--- src/rtl/pgdc_pkg.sv ---
package pgdc_pkg;

    // Field widths.
    localparam int RANGE_W = 12;
    localparam int TIME_W  = 32;
    localparam int DUR_W   = 16;
    localparam int SPEED_W = 10;
    localparam int CFG_W   = 16;

    // Stream word widths, padded up to whole bytes.
    localparam int S_TDATA_W = 48;
    localparam int M_TDATA_W = 24;

    // Wheel commands in signed Q1.8.
    localparam logic signed [SPEED_W-1:0] FULL_SPEED  = 10'sd256;
    localparam logic signed [SPEED_W-1:0] PIVOT_SPEED = 10'sd205;
    localparam logic signed [SPEED_W-1:0] ZERO_SPEED  = 10'sd0;

    // Register reset values.
    localparam logic [RANGE_W-1:0] EMERGENCY_RST  = 12'd50;
    localparam logic [RANGE_W-1:0] TOGGLE_FAR_RST = 12'd150;
    localparam logic [RANGE_W-1:0] LEFT_FAR_RST   = 12'd250;
    localparam logic [RANGE_W-1:0] RIGHT_FAR_RST  = 12'd400;
    localparam logic [DUR_W-1:0]   HOLD_RST       = 16'd600;
    localparam logic [DUR_W-1:0]   LEFT_TURN_RST  = 16'd400;
    localparam logic [DUR_W-1:0]   RIGHT_TURN_RST = 16'd400;

    // Configuration register indexes.
    typedef enum logic [2:0] {
        REG_MODE       = 3'd0,
        REG_EMERGENCY  = 3'd1,
        REG_TOGGLE_FAR = 3'd2,
        REG_LEFT_FAR   = 3'd3,
        REG_RIGHT_FAR  = 3'd4,
        REG_HOLD       = 3'd5,
        REG_LEFT_TURN  = 3'd6,
        REG_RIGHT_TURN = 3'd7
    } cfg_reg_t;

endpackage

--- src/rtl/proximity_gesture_drive_control.sv ---
// A reading transferred into the input register has its result loaded into the result
// register, together with the gesture state update, once the result register is empty or
// being drained; m_tvalid is driven straight from the result register.
// Throughput: one reading per cycle while m_tready does not stall the result stream.
// Reset: aresetn is synchronous and active low; it clears both pipeline stages, the
// gesture state and restores every configuration register to its default value.
module proximity_gesture_drive_control (
    input  logic                              aclk,
    input  logic                              aresetn,
    // Input stream
    input  logic                              s_tvalid,
    output logic                              s_tready,
    // [11:0] range_mm, [43:12] now_ms, [47:44] zero
    input  logic [pgdc_pkg::S_TDATA_W-1:0]    s_tdata,
    // Result stream
    output logic                              m_tvalid,
    input  logic                              m_tready,
    // [9:0] left_speed, [19:10] right_speed, [20] is_running, [21] is_turning,
    // [23:22] zero
    output logic [pgdc_pkg::M_TDATA_W-1:0]    m_tdata,
    // Configuration write channel
    input  logic                              cfg_valid,
    output logic                              cfg_ready,
    input  logic [2:0]                        cfg_index,
    input  logic [pgdc_pkg::CFG_W-1:0]        cfg_data
);

    // ------------------------------------------------------------------
    // Configuration registers. Writes are always accepted; the user must issue them only
    // while the block is idle, so no hazard with items in flight. The block does not enforce this.
    // ------------------------------------------------------------------
    logic                              mode_reg;
    logic [pgdc_pkg::RANGE_W-1:0]      emergency_mm_reg;
    logic [pgdc_pkg::RANGE_W-1:0]      toggle_far_mm_reg;
    logic [pgdc_pkg::RANGE_W-1:0]      left_far_mm_reg;
    logic [pgdc_pkg::RANGE_W-1:0]      right_far_mm_reg;
    logic [pgdc_pkg::DUR_W-1:0]        hold_ms_reg;
    logic [pgdc_pkg::DUR_W-1:0]        left_turn_ms_reg;
    logic [pgdc_pkg::DUR_W-1:0]        right_turn_ms_reg;

    assign cfg_ready = 1'b1;

    always_ff @(posedge aclk) begin
        if (!aresetn) begin
            mode_reg          <= 1'b0;
            emergency_mm_reg  <= pgdc_pkg::EMERGENCY_RST;
            toggle_far_mm_reg <= pgdc_pkg::TOGGLE_FAR_RST;
            left_far_mm_reg   <= pgdc_pkg::LEFT_FAR_RST;
            right_far_mm_reg  <= pgdc_pkg::RIGHT_FAR_RST;
            hold_ms_reg       <= pgdc_pkg::HOLD_RST;
            left_turn_ms_reg  <= pgdc_pkg::LEFT_TURN_RST;
            right_turn_ms_reg <= pgdc_pkg::RIGHT_TURN_RST;
        end else if (cfg_valid && cfg_ready) begin
            case (pgdc_pkg::cfg_reg_t'(cfg_index))
                pgdc_pkg::REG_MODE:       mode_reg          <= cfg_data[0];
                pgdc_pkg::REG_EMERGENCY:  emergency_mm_reg  <= cfg_data[11:0];
                pgdc_pkg::REG_TOGGLE_FAR: toggle_far_mm_reg <= cfg_data[11:0];
                pgdc_pkg::REG_LEFT_FAR:   left_far_mm_reg   <= cfg_data[11:0];
                pgdc_pkg::REG_RIGHT_FAR:  right_far_mm_reg  <= cfg_data[11:0];
                pgdc_pkg::REG_HOLD:       hold_ms_reg       <= cfg_data;
                pgdc_pkg::REG_LEFT_TURN:  left_turn_ms_reg  <= cfg_data;
                pgdc_pkg::REG_RIGHT_TURN: right_turn_ms_reg <= cfg_data;
                default: begin
                end
            endcase
        end
    end

    // ------------------------------------------------------------------
    // Pipeline control. Stage one is the input register, stage two the
    // result register. Stage one moves forward whenever stage two is empty
    // or being drained, so a waiting result never blocks the next input
    // transfer while stage one is free.
    // ------------------------------------------------------------------
    logic                              in_valid_reg;
    logic [pgdc_pkg::RANGE_W-1:0]      in_range_reg;
    logic [pgdc_pkg::TIME_W-1:0]       in_now_reg;
    logic                              out_valid_reg;
    logic [pgdc_pkg::M_TDATA_W-1:0]    out_data_reg;
    logic                              out_free;
    logic                              advance;

    assign out_free = !out_valid_reg || m_tready;
    assign advance  = in_valid_reg && out_free;
    assign s_tready = !in_valid_reg || out_free;
    assign m_tvalid = out_valid_reg;
    assign m_tdata  = out_data_reg;

    always_ff @(posedge aclk) begin
        if (!aresetn) begin
            in_valid_reg <= 1'b0;
        end else if (s_tready) begin
            in_valid_reg <= s_tvalid;
        end
    end

    always_ff @(posedge aclk) begin
        if (s_tvalid && s_tready) begin
            in_range_reg <= s_tdata[11:0];
            in_now_reg   <= s_tdata[43:12];
        end
    end

    // ------------------------------------------------------------------
    // Gesture state.
    // ------------------------------------------------------------------
    logic                                running_reg, running_next;
    logic                                turning_reg, turning_next;
    logic                                turn_is_left_reg, turn_is_left_next;
    logic [pgdc_pkg::TIME_W-1:0]         turn_started_reg, turn_started_next;
    logic                                toggle_armed_reg, toggle_armed_next;
    logic                                in_hold_zone_reg, in_hold_zone_next;
    logic [pgdc_pkg::TIME_W-1:0]         hold_started_reg, hold_started_next;
    logic signed [pgdc_pkg::SPEED_W-1:0] left_cmd_reg, left_cmd_next;
    logic signed [pgdc_pkg::SPEED_W-1:0] right_cmd_reg, right_cmd_next;

    // Zone decode of the registered reading. A zero reading means no echo
    // and never lands in the emergency or hold zones.
    logic                              echo;
    logic                              emergency;
    logic                              hand;
    logic                              left_zone;
    logic                              right_zone;
    logic [pgdc_pkg::DUR_W-1:0]        turn_dur;
    logic [pgdc_pkg::TIME_W-1:0]       turn_elapsed;
    logic [pgdc_pkg::TIME_W-1:0]       hold_elapsed;
    logic                              turn_done;
    logic                              hold_done;

    assign echo       = (in_range_reg != '0);
    assign emergency  = echo && (in_range_reg < emergency_mm_reg);
    assign hand       = echo && (in_range_reg < toggle_far_mm_reg);
    assign left_zone  = (in_range_reg >= toggle_far_mm_reg) && (in_range_reg < left_far_mm_reg);
    assign right_zone = (in_range_reg >= left_far_mm_reg) && (in_range_reg < right_far_mm_reg);

    // Elapsed times wrap modulo 2^32 like the timestamp itself.
    assign turn_dur     = turn_is_left_reg ? left_turn_ms_reg : right_turn_ms_reg;
    assign turn_elapsed = in_now_reg - turn_started_reg;
    assign hold_elapsed = in_now_reg - hold_started_reg;
    assign turn_done    = (turn_elapsed >= {16'd0, turn_dur});
    assign hold_done    = (hold_elapsed >= {16'd0, hold_ms_reg});

    always_comb begin
        running_next      = running_reg;
        turning_next      = turning_reg;
        turn_is_left_next = turn_is_left_reg;
        turn_started_next = turn_started_reg;
        toggle_armed_next = toggle_armed_reg;
        in_hold_zone_next = in_hold_zone_reg;
        hold_started_next = hold_started_reg;
        left_cmd_next     = left_cmd_reg;
        right_cmd_next    = right_cmd_reg;

        if (!mode_reg) begin
            // Stop mode zeroes the wheels but keeps the gesture state.
            left_cmd_next  = pgdc_pkg::ZERO_SPEED;
            right_cmd_next = pgdc_pkg::ZERO_SPEED;
        end else if (emergency) begin
            running_next   = 1'b0;
            turning_next   = 1'b0;
            left_cmd_next  = pgdc_pkg::ZERO_SPEED;
            right_cmd_next = pgdc_pkg::ZERO_SPEED;
        end else if (turning_reg) begin
            // Apart from the emergency check above, the reading is ignored until the pivot turn times out.
            if (turn_done) begin
                turning_next   = 1'b0;
                left_cmd_next  = pgdc_pkg::FULL_SPEED;
                right_cmd_next = pgdc_pkg::FULL_SPEED;
            end else if (turn_is_left_reg) begin
                left_cmd_next  = -pgdc_pkg::PIVOT_SPEED;
                right_cmd_next = pgdc_pkg::PIVOT_SPEED;
            end else begin
                left_cmd_next  = pgdc_pkg::PIVOT_SPEED;
                right_cmd_next = -pgdc_pkg::PIVOT_SPEED;
            end
        end else begin
            // Hold gesture: the first reading in the zone starts the timer,
            // a later one past the hold time toggles running and disarms.
            if (hand && toggle_armed_reg) begin
                if (!in_hold_zone_reg) begin
                    in_hold_zone_next = 1'b1;
                    hold_started_next = in_now_reg;
                end else if (hold_done) begin
                    running_next      = !running_reg;
                    toggle_armed_next = 1'b0;
                    in_hold_zone_next = 1'b0;
                end
            end else if (!hand) begin
                in_hold_zone_next = 1'b0;
                toggle_armed_next = 1'b1;
            end

            // The step that starts a turn keeps the previous commands.
            if (!running_next) begin
                left_cmd_next  = pgdc_pkg::ZERO_SPEED;
                right_cmd_next = pgdc_pkg::ZERO_SPEED;
            end else if (left_zone) begin
                turning_next      = 1'b1;
                turn_is_left_next = 1'b1;
                turn_started_next = in_now_reg;
            end else if (right_zone) begin
                turning_next      = 1'b1;
                turn_is_left_next = 1'b0;
                turn_started_next = in_now_reg;
            end else begin
                left_cmd_next  = pgdc_pkg::FULL_SPEED;
                right_cmd_next = pgdc_pkg::FULL_SPEED;
            end
        end
    end

    always_ff @(posedge aclk) begin
        if (!aresetn) begin
            running_reg      <= 1'b0;
            turning_reg      <= 1'b0;
            turn_is_left_reg <= 1'b0;
            turn_started_reg <= '0;
            toggle_armed_reg <= 1'b1;
            in_hold_zone_reg <= 1'b0;
            hold_started_reg <= '0;
            left_cmd_reg     <= pgdc_pkg::ZERO_SPEED;
            right_cmd_reg    <= pgdc_pkg::ZERO_SPEED;
        end else if (advance) begin
            running_reg      <= running_next;
            turning_reg      <= turning_next;
            turn_is_left_reg <= turn_is_left_next;
            turn_started_reg <= turn_started_next;
            toggle_armed_reg <= toggle_armed_next;
            in_hold_zone_reg <= in_hold_zone_next;
            hold_started_reg <= hold_started_next;
            left_cmd_reg     <= left_cmd_next;
            right_cmd_reg    <= right_cmd_next;
        end
    end

    // ------------------------------------------------------------------
    // Result register.
    // ------------------------------------------------------------------
    always_ff @(posedge aclk) begin
        if (!aresetn) begin
            out_valid_reg <= 1'b0;
        end else if (out_free) begin
            out_valid_reg <= in_valid_reg;
        end
    end

    always_ff @(posedge aclk) begin
        if (advance) begin
            out_data_reg <= {2'b00, turning_next, running_next,
                             right_cmd_next, left_cmd_next};
        end
    end

`ifndef SYNTHESIS
    // A pivot turn can only start or continue while the robot is running.
    assert property (@(posedge aclk) disable iff (!aresetn)
        turning_reg |-> running_reg)
        else $error("turning while not running");

    // An emergency reading in automatic mode stops everything.
    assert property (@(posedge aclk) disable iff (!aresetn)
        (advance && mode_reg && emergency) |=>
            (!running_reg && !turning_reg && m_tdata[19:0] == '0))
        else $error("emergency stop not applied");

    // Stop mode always produces zero wheel commands.
    assert property (@(posedge aclk) disable iff (!aresetn)
        (advance && !mode_reg) |=> (m_tvalid && m_tdata[19:0] == '0))
        else $error("nonzero speed in stop mode");

    // The left wheel command only ever takes one of the four legal speeds.
    assert property (@(posedge aclk) disable iff (!aresetn)
        (left_cmd_reg == pgdc_pkg::ZERO_SPEED) || (left_cmd_reg == pgdc_pkg::FULL_SPEED) ||
        (left_cmd_reg == pgdc_pkg::PIVOT_SPEED) || (left_cmd_reg == -pgdc_pkg::PIVOT_SPEED))
        else $error("illegal left wheel command");
`endif

endmodule
--- config.mk ---
export PLATFORM = sky130hd
export DESIGN_NAME = proximity_gesture_drive_control
export DESIGN_NICKNAME = d
export VERILOG_FILES = /design/src/rtl/pgdc_pkg.sv /design/src/rtl/proximity_gesture_drive_control.sv
export SDC_FILE = /design/constraint.sdc
export NUM_CORES = 1
export LEC_CHECK = 0
export BUFFER_PORTS_ARGS = -buffer_cell sky130_fd_sc_hd__clkbuf_2
export CAP_MARGIN = 40
export CORE_UTILIZATION = 45
export DETAILED_ROUTE_END_ITERATION = 8
export HOLD_SLACK_MARGIN = 0.08
export MAX_ROUTING_LAYER = met4
export PLACE_DENSITY = 0.62
export SLEW_MARGIN = 20
export SYNTH_ARGS = -nofsm -noshare
export SYNTH_HDL_FRONTEND = slang
export SYNTH_SLANG_ARGS = --single-unit
--- constraint.sdc ---
create_clock -name aclk -period 5.55 [get_ports aclk]
set_input_delay 1.3875 -clock aclk [delete_from_list [all_inputs] [get_ports aclk]]
set_output_delay 1.3875 -clock aclk [all_outputs]
set_load 0.005 [all_outputs]
==> metrics.cfg <==
[placed_design]
port_buffers=91
gp_congestion=0.906
dp.final_hpwl_mm=30.2

[detailed_routing]
finalWirelength_mm=41.1
detail_route.first_pass.iterations=5
drt_iter0_drc=869
avgViaCountPerCell=5.52
drc_errors=0
antenna_violating_nets_post_route=0
routedWlPerCell_microns=16.9
routed-via-count=13400

[synth]
ys.flop_type=dfxtp_1
ys_top_cells_by_area=dfxtp_1, edfxtp_1, ha_1
avgSynthCellArea_sq_um=8.38
netlist-cell-type-count=89
number_of_warning_messages_in_the_yosys_log=0
synth_enable_flop_cells=66
synthesis.instances=1887
yosysTopAreaCell=dfxtp_1
ys_seq_area_frac=0.363
synth.cell_area_sq_mm=0.0158
yosysTopAreaCellShare=0.238
synth.ff_latch_count=254
async_s_r_ff_share_synth=0

[clocking]
total_clock_buffers_created_by_cts=29
clk-insertion-delay-late_ps=570
htree_depth=1
tritoncts_num_sinks=254
cts-root-to-sink-buffers=3
cts_tree=built
clockRootBuffer=clkbuf_16
clk_transition_reported_paths_ps=60
cts-hold-fix-buffers=0

[worst_setup_path]
worstReg2RegEnd=turn_started_reg[1]
critical_path.reg2reg.startpoint=in_now_reg[0]
worst_ep_required_time_ps=6060
cp_slowest_cell=fa_1
crit_path_cell_trace=inv_1, ha_1, fa_1, nand2b_1, a21oi_4, o211ai_1, and2_1, nor2b_1, xnor2_1, ha_1, nand4_1, nor4_1, a221o_1, a2111oi_2, nand4b_1, nor4_2, buf_4, a31oi_2, mux2i_2, buf_6, and2_4, clkbuf_16, mux2i_1
setup.worst_path.end_class=flop
setup.reg_to_reg.worst_slack_ps=420
worst_path_most_repeated_cell=ha_1
critPathLaunch=in_now_reg[0]
setup.worst_path.class=reg2reg
reg2reg_depth=23
slowest_delay_ps=400
data_arrival_time_of_the_worst_path_ps=5640
top_fanout_value_on_the_critical_path=17
timing.critical_path.to=turn_started_reg[1]
timing.critical_path.from_type=flop

[timing]
totalNegativeSetupSlack_ps=0
part_of_the_cycle_the_worst_path_needs=0.925
max-slew-margin-rel=0.437
fin_skew_ps=15.3
report.final.hold_viol_count=0
timing_max_transition_violations_final=0
tightest_slew_ps=842
final_setup_violation_count=0
rsz_0062_raised_after_global_routing=false
fmax_mhz=195
final.min_clock_period_ps=5130

[finish]
layout-drive-gt1-share=0.105
layout-area-overhead-vs-synth_pct=11.0
share_of_the_core_filled_with_cells=0.508
fillCellCount=3406
layout.nets=2165

[floorplan]
std_cell_rows=68
die_x_microns=189
initial_cell_density_of_the_core=0.458
vertical_die_dimension_microns=189
die_area_sq_mm=0.0359
io_pins=99
core_area_sq_mm=0.0345

[power_and_ir_drop]
worst_ir_drop_vdd_mv=0.251
leakage_nw=6.76
power-per-cell-area_mw_per_mm2=253

[global_route]
grt_pass1_vias=12600
globalRoute.totalOverflow=0
grt_usage=0.235
maximum_number_of_pins_on_one_net_before_global_route_repair=82
grt_first_pass_wirelength_mm=66.3
number_of_antenna_violations_at_the_first_check_in_global_routing=1

[status]
status=complete, no violations

[hold_path]
worstHoldPathType=reg2reg

[run]
drv.max_cap_violation_count=0

cell type report:
cell class,count,area [sq um],share of cell area
Multi-Input combinational cell,1394,9060,0.516
Clock inverter,10,82.6,0.00471
Inverter,156,586,0.0334
Sequential cell,254,5750,0.327
Antenna cell,1,2.50,0.000143
Clock buffer,42,816,0.0465
Tap cell,455,569,0.0324
Timing Repair Buffer,116,683,0.0389
per-layer routing:
layer,track usage,vias up,wire length [microns]
li1,-,6748,-
met1,0.326,6287,20000
met2,0.365,304,18200
met3,0.0289,61,2030
met4,0.0481,0,867
met5,-,-,0
cells in the final DEF (no fill, tap or decap), types with 44 or more instances in the layout:
| master | synthesis | final |
|---|---|---|
| o21ai_0 | 68 | 68 |
| dfxtp_1 | 188 | 188 |
| nand2_1 | 391 | 391 |
| nor2_1 | 64 | 64 |
| inv_1 | 155 | 155 |
| clkbuf_2 | 3 | 90 |
| ha_1 | 140 | 140 |
| mux2i_1 | 55 | 55 |
| edfxtp_1 | 66 | 66 |
| a21o_1 | 44 | 44 |
| a21oi_1 | 168 | 168 |
worst max-delay path, delay by kind of cell (launching register included):
family          cells  cell delay (ps)
compound gates      5             1100
xor+xnor            1              190
fa+ha+maj           3              900
buf+inv             4              640
flops               1              370
mux                 2              430
simple gates        8             1430
cell families after synthesis:
group           synth area share
mux                       0.0385
compound gates             0.205
fa+ha+maj                  0.113
xor+xnor                  0.0216
simple gates               0.193
flops                      0.363
other cells             0.000475
buf+inv                   0.0648
cells in the mapped netlist, types with 5 or more instances:
| library cell | n |
|---|---|
| buf_4 | 5 |
| nand2_1 | 391 |
| nor4_1 | 12 |
| o21ai_0 | 68 |
| and3_1 | 15 |
| o2111ai_1 | 5 |
| nand3_1 | 34 |
| clkbuf_1 | 56 |
| nor2b_1 | 14 |
| a21o_1 | 44 |
| nand4_1 | 37 |
| a21oi_2 | 5 |
| o211ai_1 | 39 |
| or3_1 | 9 |
| mux2i_1 | 55 |
| a211oi_1 | 9 |
| o21bai_1 | 5 |
| dfxtp_1 | 188 |
| a21boi_0 | 37 |
| edfxtp_1 | 66 |
| a21oi_1 | 168 |
| xnor2_1 | 24 |
| inv_1 | 155 |
| nor3_1 | 19 |
| nor2_1 | 64 |
| buf_2 | 11 |
| and2_1 | 15 |
| or4_1 | 5 |
| a21o_2 | 9 |
| o21ai_1 | 9 |
| a31oi_1 | 13 |
| a211o_1 | 10 |
| nand2b_1 | 18 |
| xor2_1 | 15 |
| o21a_1 | 26 |
| ha_1 | 140 |
how the worst min path moves through the flow:
stage	depth (start not counted)	slack, ps	end	startpoint
6_report	2	450	hold_started_reg[29]	hold_started_reg[29]
5_1_grt	2	470	right_far_mm_reg[10]	right_far_mm_reg[10]
4_1_cts	2	450	hold_started_reg[29]	hold_started_reg[29]
3_5_place_dp	2	450	hold_started_reg[29]	hold_started_reg[29]
3_3_place_gp	2	440	left_turn_ms_reg[0]	left_turn_ms_reg[0]
2_1_floorplan	2	430	hold_started_reg[29]	hold_started_reg[29]
metrics by stage:
| stage | total power, mW | setup WS, ps | hold WS, ps | area (sq um) | std cells |
|---|---|---|---|---|---|
| 4_1_cts | 4.48 | 241 | 454 | 17500 | 2424 |
| 5_1_grt | 4.62 | 17.2 | 468 | 17500 | 2428 |
| 6_report | 4.43 | 415 | 453 | 17500 | 2428 |
| 2_1_floorplan | 2.44 | 949 | 432 | 15800 | 1888 |
| 3_5_place_dp | 2.62 | 278 | 446 | 16600 | 2372 |
| 3_3_place_gp | 2.61 | 364 | 440 | 16600 | 2368 |
report_power, final:
part	switching [mW]	internal (mW)	leakage, nW
clock network	0.783	1.06	0.444
registers	0.0410	1.95	2.16
logic	0.371	0.233	4.15
what timing repair did:
| item | 4_1_cts | 5_1_grt |
|---|---|---|
| gates resized for setup | 0 | 4 |
| endpoints found under the setup margin | 0 | 58 |
| setup buffers | 0 | 2 |
Note: power is estimated with default switching activity, not from simulation.
